## src/hdl/tspm_pkg.sv

```systemverilog
// Shared types and constants for the triple store pattern match unit.
// No dependencies; imported by every module of the block.
`default_nettype none
package tspm_pkg;
    localparam int TripleDepth = 256;
    localparam int NodeDepth   = 256;
    localparam int TIdxW = $clog2(TripleDepth);
    localparam int NIdxW = $clog2(NodeDepth);
    localparam int TCntW = $clog2(TripleDepth + 1);
    localparam int NCntW = $clog2(NodeDepth + 1);
    localparam int IdW   = 64;
    localparam int LimW  = 9;
    localparam int ResW  = 6;

    localparam logic [1:0] OP_INSERT = 2'd0;
    localparam logic [1:0] OP_EXACT  = 2'd1;
    localparam logic [1:0] OP_QUERY  = 2'd2;
    localparam logic [1:0] OP_COUNT  = 2'd3;

    localparam logic [1:0] ST_OK        = 2'd0;
    localparam logic [1:0] ST_TRIP_FULL = 2'd1;
    localparam logic [1:0] ST_NODE_FULL = 2'd2;

    localparam logic [1:0] REG_TRIPLE = 2'd0;
    localparam logic [1:0] REG_NODE   = 2'd1;
    localparam logic [1:0] REG_RESULT = 2'd2;

    localparam logic [IdW-1:0] Wildcard = '1;

    // Controller to datapath commands.
    typedef struct packed {
        logic load;       // capture the input word, clear scan state
        logic tscan;      // triple store scan step
        logic nscan;      // node table scan step
        logic nsel_obj;   // node scan looks for the object
        logic node_write; // append the looked-up node
        logic trip_write; // append the triple
        logic emit_match; // present the current triple as a match word
        logic emit_close; // present the closing word
        logic [1:0] status;
    } tspm_cmd_t;

    // Datapath to controller status.
    typedef struct packed {
        logic [1:0] op;
        logic tdone;      // triple scan index reached the count
        logic ndone;      // node scan index reached the count
        logic hit;        // compare result of the last registered read
        logic hit_valid;  // hit belongs to a real entry
        logic trip_full;
        logic node_full;
        logic res_full;   // kept matches reached result_limit
        logic out_busy;   // output register holds an untaken word
    } tspm_stat_t;
endpackage
`default_nettype wire

```

## src/hdl/tspm_ctrl.sv

```systemverilog
// Controller state machine sequencing scans, inserts and result words.
// Depends on tspm_pkg.
`default_nettype none
module tspm_ctrl (
    input  wire logic clk,
    input  wire logic rst_n,
    input  wire logic in_valid,
    output logic in_ready,
    input  wire tspm_pkg::tspm_stat_t stat,
    output tspm_pkg::tspm_cmd_t cmd
);
    import tspm_pkg::*;

    typedef enum logic [3:0] {
        S_IDLE, S_DISPATCH, S_TSCAN, S_NSCAN_S, S_NADD_S, S_NSCAN_O, S_NADD_O,
        S_STORE, S_CLOSE, S_MATCH
    } state_t;

    state_t state_reg, state_next;
    logic [1:0] status_reg, status_next;

    assign in_ready = (state_reg == S_IDLE);

    // Scans stop once a compare returns a hit for the node and exact passes.
    always_comb
    begin
        state_next = state_reg;
        status_next = status_reg;
        cmd = '0;
        cmd.status = status_reg;
        case (state_reg)
            S_IDLE:
            begin
                if (in_valid)
                begin
                    cmd.load = 1'b1;
                    status_next = ST_OK;
                    state_next = S_DISPATCH;
                end
            end
            S_DISPATCH:
            begin
                if (stat.op == OP_INSERT)
                begin
                    if (stat.trip_full)
                    begin
                        status_next = ST_TRIP_FULL;
                        state_next = S_CLOSE;
                    end
                    else
                        state_next = S_NSCAN_S;
                end
                else
                    state_next = S_TSCAN;
            end
            S_TSCAN:
            begin
                if (stat.hit_valid && stat.hit && stat.op == OP_QUERY
                    && !stat.res_full)
                begin
                    // hold the scan while the match word is handed over
                    if (!stat.out_busy)
                    begin
                        cmd.emit_match = 1'b1;
                        state_next = S_MATCH;
                    end
                end
                else if (stat.hit_valid && stat.hit && stat.op == OP_EXACT)
                    state_next = S_CLOSE;
                else if (stat.tdone && !stat.hit_valid)
                    state_next = S_CLOSE;
                else if (!stat.out_busy)
                    cmd.tscan = 1'b1;
            end
            S_MATCH:
                state_next = S_TSCAN;
            S_NSCAN_S:
            begin
                cmd.nscan = 1'b1;
                if (stat.hit_valid && stat.hit)
                begin
                    cmd.nscan = 1'b0;
                    state_next = S_NSCAN_O;
                end
                else if (stat.ndone && !stat.hit_valid)
                begin
                    cmd.nscan = 1'b0;
                    state_next = S_NADD_S;
                end
            end
            S_NADD_S:
            begin
                if (stat.node_full)
                begin
                    status_next = ST_NODE_FULL;
                    state_next = S_CLOSE;
                end
                else
                begin
                    cmd.node_write = 1'b1;
                    state_next = S_NSCAN_O;
                end
            end
            S_NSCAN_O:
            begin
                cmd.nsel_obj = 1'b1;
                cmd.nscan = 1'b1;
                if (stat.hit_valid && stat.hit)
                begin
                    cmd.nscan = 1'b0;
                    state_next = S_STORE;
                end
                else if (stat.ndone && !stat.hit_valid)
                begin
                    cmd.nscan = 1'b0;
                    state_next = S_NADD_O;
                end
            end
            S_NADD_O:
            begin
                cmd.nsel_obj = 1'b1;
                if (stat.node_full)
                begin
                    status_next = ST_NODE_FULL;
                    state_next = S_CLOSE;
                end
                else
                begin
                    cmd.node_write = 1'b1;
                    state_next = S_STORE;
                end
            end
            S_STORE:
            begin
                cmd.trip_write = 1'b1;
                state_next = S_CLOSE;
            end
            S_CLOSE:
            begin
                if (!stat.out_busy)
                begin
                    cmd.emit_close = 1'b1;
                    state_next = S_IDLE;
                end
            end
            default:
                state_next = S_IDLE;
        endcase
    end

    always_ff @(posedge clk or negedge rst_n)
    begin
        if (!rst_n)
        begin
            state_reg <= S_IDLE;
            status_reg <= ST_OK;
        end
        else
        begin
            state_reg <= state_next;
            status_reg <= status_next;
        end
    end
endmodule
`default_nettype wire

```

## config.mk

```make
export PLATFORM = sky130hd
export DESIGN_NAME = tspm_ctrl
export DESIGN_NICKNAME = d
export VERILOG_FILES = /design/src/hdl/tspm_pkg.sv /design/src/hdl/tspm_ctrl.sv
export SDC_FILE = /design/constraint.sdc
export NUM_CORES = 1
export LEC_CHECK = 0
export ABC_AREA = 1
export BUFFER_PORTS_ARGS = -buffer_cell sky130_fd_sc_hd__buf_2
export CAP_MARGIN = 20
export CORE_AREA = 2 2 39 41
export CTS_CLUSTER_DIAMETER = 30
export DETAILED_ROUTE_END_ITERATION = 6
export DIE_AREA = 0 0 41 43
export PLACE_DENSITY = 0.75
export RECOVER_POWER = 50
export SLEW_MARGIN = 20
export SYNTH_ARGS = -nofsm -noshare
export SYNTH_HDL_FRONTEND = slang
export SYNTH_SLANG_ARGS = --single-unit
export TNS_END_PERCENT = 50
```

## constraint.sdc

```tcl
create_clock -name clk -period 3.15 [get_ports clk]
set_input_delay 0.945 -clock clk [delete_from_list [all_inputs] [get_ports clk]]
set_output_delay 0.945 -clock clk [all_outputs]
set_load 0.1 [all_outputs]
```

==> summary.txt <==
Run status
  • Status: complete, no violations

Critical path
  • Critical path class: primary input to output pin
  • Worst Setup End Kind: output pin
  • Max Fanout on Critical Path: 3
  • Crit path arrival time: approximately 1800 ps
  • CP required: roughly 2200 ps
  • Startpoint Class: primary input

Run
  • Max Cap Viol: 0

Detailed routing
  • Drt first-iter violations: 25
  • Total Wirelength: around 1400 µm
  • DR pass1 iterations: 4
  • Antenna-violating nets left: 0
  • Avg WL per Cell: 9.828 µm
  • # DRC: 0
  • Vias per cell: 5.048
  • Via count: 732

Timing
  • Skew final: 7.016 ps
  • Final Hold Fails: 0
  • Tmin final: between 2000 and 3000 ps
  • Slew Limit Fails: 0
  • Worst Tran Pin Value: ~490 ps
  • Worst slew margin: 0.6778
  • Period utilization: 0.8814
  • Worst Slack Setup Final: about 370 ps
  • Fmax: 0.3602 GHz
  • RSZ-0062 raised after global routing: no
  • # setup viols final: 0

Global routing
  • Global route hottest layer: met2
  • Routing usage on met1: 0.2599
  • First-pass GRT wire length: 2484 µm
  • GRT Total Usage: 0.1982
  • M2 GR Usage: 0.3250
  • Met3 global-route usage: 0.02094
  • Overflow left after global routing: 0
  • Initial antenna violation count: 0
  • Vias in the first global route: 633
  • Largest net degree at the start of global routing: 8

Cells and area
  • Area grow syn2layout: 34.51%
  • Most frequent cells in the layout: 28 x nand2_1, 18 x buf_2, 17 x nor2_1
  • Area of the multi-input gates: about 420 µm²
  • Flip-flop and latch area: roughly 150 µm²
  • Fillcell total: 158
  • Max reg flops: 4
  • Post-layout util: 0.5850
  • # diodes: 0
  • Final nets: between 100 and 150
  • Finished Cell Area: ~810 µm²
  • Share of layout cells above drive strength 1: 0.3101
  • Commonest non-fill, non-tap cell in the layout: nand2_1
  • Final Non-Filler Cells: ~150

Logic synthesis
  • Cell Area, Synth: 601.8 µm²
  • Yosys reg bits: 6
  • Synth warn: 0
  • Sequential share of the synthesized area: 0.2495
  • Count of different cell masters after synthesis: 16
  • Top cells by area, synth: dfrtp_1 25%, nand2_1 17%, nand3_1 10%, nor2_1 10%, inv_1 8.7%
  • Largest area contributor in the netlist: dfrtp_1
  • Post-Synthesis Cells: around 100
  • Synth top area share: 0.2495
  • Syn Nets: about 120
  • Syn avg cell area: about 6 µm²

Placed design
  • DP Worst Slack: approximately 360 ps
  • Detailed Place HPWL: about 1200 µm
  • Port bufs: 23
  • Placed cells: ~140
  • Area post-placement: 798.3 µm²
  • Gp weighted congestion: 0.8497

Floorplan
  • Die area: roughly 0.0018 mm²
  • CORE AREA: between 0.001 and 0.0015 mm²
  • Num ports: 24
  • Starting density of the core: 0.4349
  • Die height: between 40 and 50 µm
  • Die width: a little over 40 µm
  • Row cnt: 14

CTS
  • Clock slew at reported path FFs: approximately 50 ps
  • Root buffer cell: clkbuf_4
  • TritonCTS clock tree: yes
  • Clock Tree Buf Depth: 2
  • Postcts setup bufs: 0
  • Clk sinks: 6
  • CTS Hold Buffers Added: 0
  • Cts bufs inserted: 3
  • Clk_lat worst skew: 250 ps
  • CTS HTree Levels: 1
  • CTS resizes: 0

Min path
  • Hold WC Path Type: flop to flop

Power
  • Power per cell area: between 1000 and 1500 mW/mm²
  • Pleak: roughly 0.48 nW
  • Peak VDD IR: 0.0004587 V
-- worst paths after layout --
kind                          startpoint             to  slack [ps]  cells past startpoint
max in group asynchronous          rst_n   state_reg[1]        2370                      1
setup reg to reg            state_reg[2]   state_reg[1]        1570                      9
min in group asynchronous          rst_n  status_reg[0]         550                      1
hold reg to reg            status_reg[0]  status_reg[0]         500                      2
setup / recovery                 stat[8]         cmd[3]         370                      7
hold / removal             status_reg[0]  status_reg[0]         500                      2
-- stage by stage --
step                      hold WS [ps]  power (W)  setup TNS [ps]
after floorplan                  551.6  0.0007198          -251.0
after global placement           478.4  0.0008405               0
after detailed placement         492.7  0.0008451               0
after CTS                        504.3  0.0009204               0
after global routing             537.6  0.0009684               0
final                            500.2  0.0009068               0
-- critical path, stage by stage --
cell,delay (ps)
clkbuf_1,90
inv_1,80
nand3_1,60
nor2_1,80
nand2_1,70
nor2_1,80
buf_2,420
-- area by class of cell --
cell class,instances,area share
clock buffer,3,0.02782
inverter,16,0.07419
multi-input combinational,81,0.5131
sequential,6,0.1855
tap,16,0.02473
timing repair buffer,23,0.1747
-- Yosys cell counts (all sizes together) --
library cell,number
dfrtp,6
o211ai,1
nand3,12
nor4,1
nand2,36
o21ai,3
nor3,3
a21oi,2
nand4,3
nor2,20
inv,16
-- cells by family (layout without fill, tap and decap cells) --
logic type | count (synthesis) | count (layout) | share of synthesized area
compound gates | 6 | 6 | 0.06030
buf+inv | 16 | 42 | 0.09980
flops | 6 | 6 | 0.2495
simple gates | 75 | 75 | 0.5905
-- routing by layer --
layer / part of all wire / vias to the layer above / wire [µm]
li1: - / 378 / -
met1: 0.46 / 334 / 658
met2: 0.49 / 18 / 694
met3: 0.034 / 2 / 48
met4: 0.016 / 0 / 23
met5: 0 / - / 0
-- power by group --
group / total [W] / internal, W / switching, W
clock: 0.0000710 / 0.0000431 / 0.0000279
sequential: 0.000152 / 0.000110 / 0.0000416
combinational: 0.000684 / 0.000157 / 0.000527
total: 0.000907 / 0.000310 / 0.000597
(Power assumes the default switching activity.)
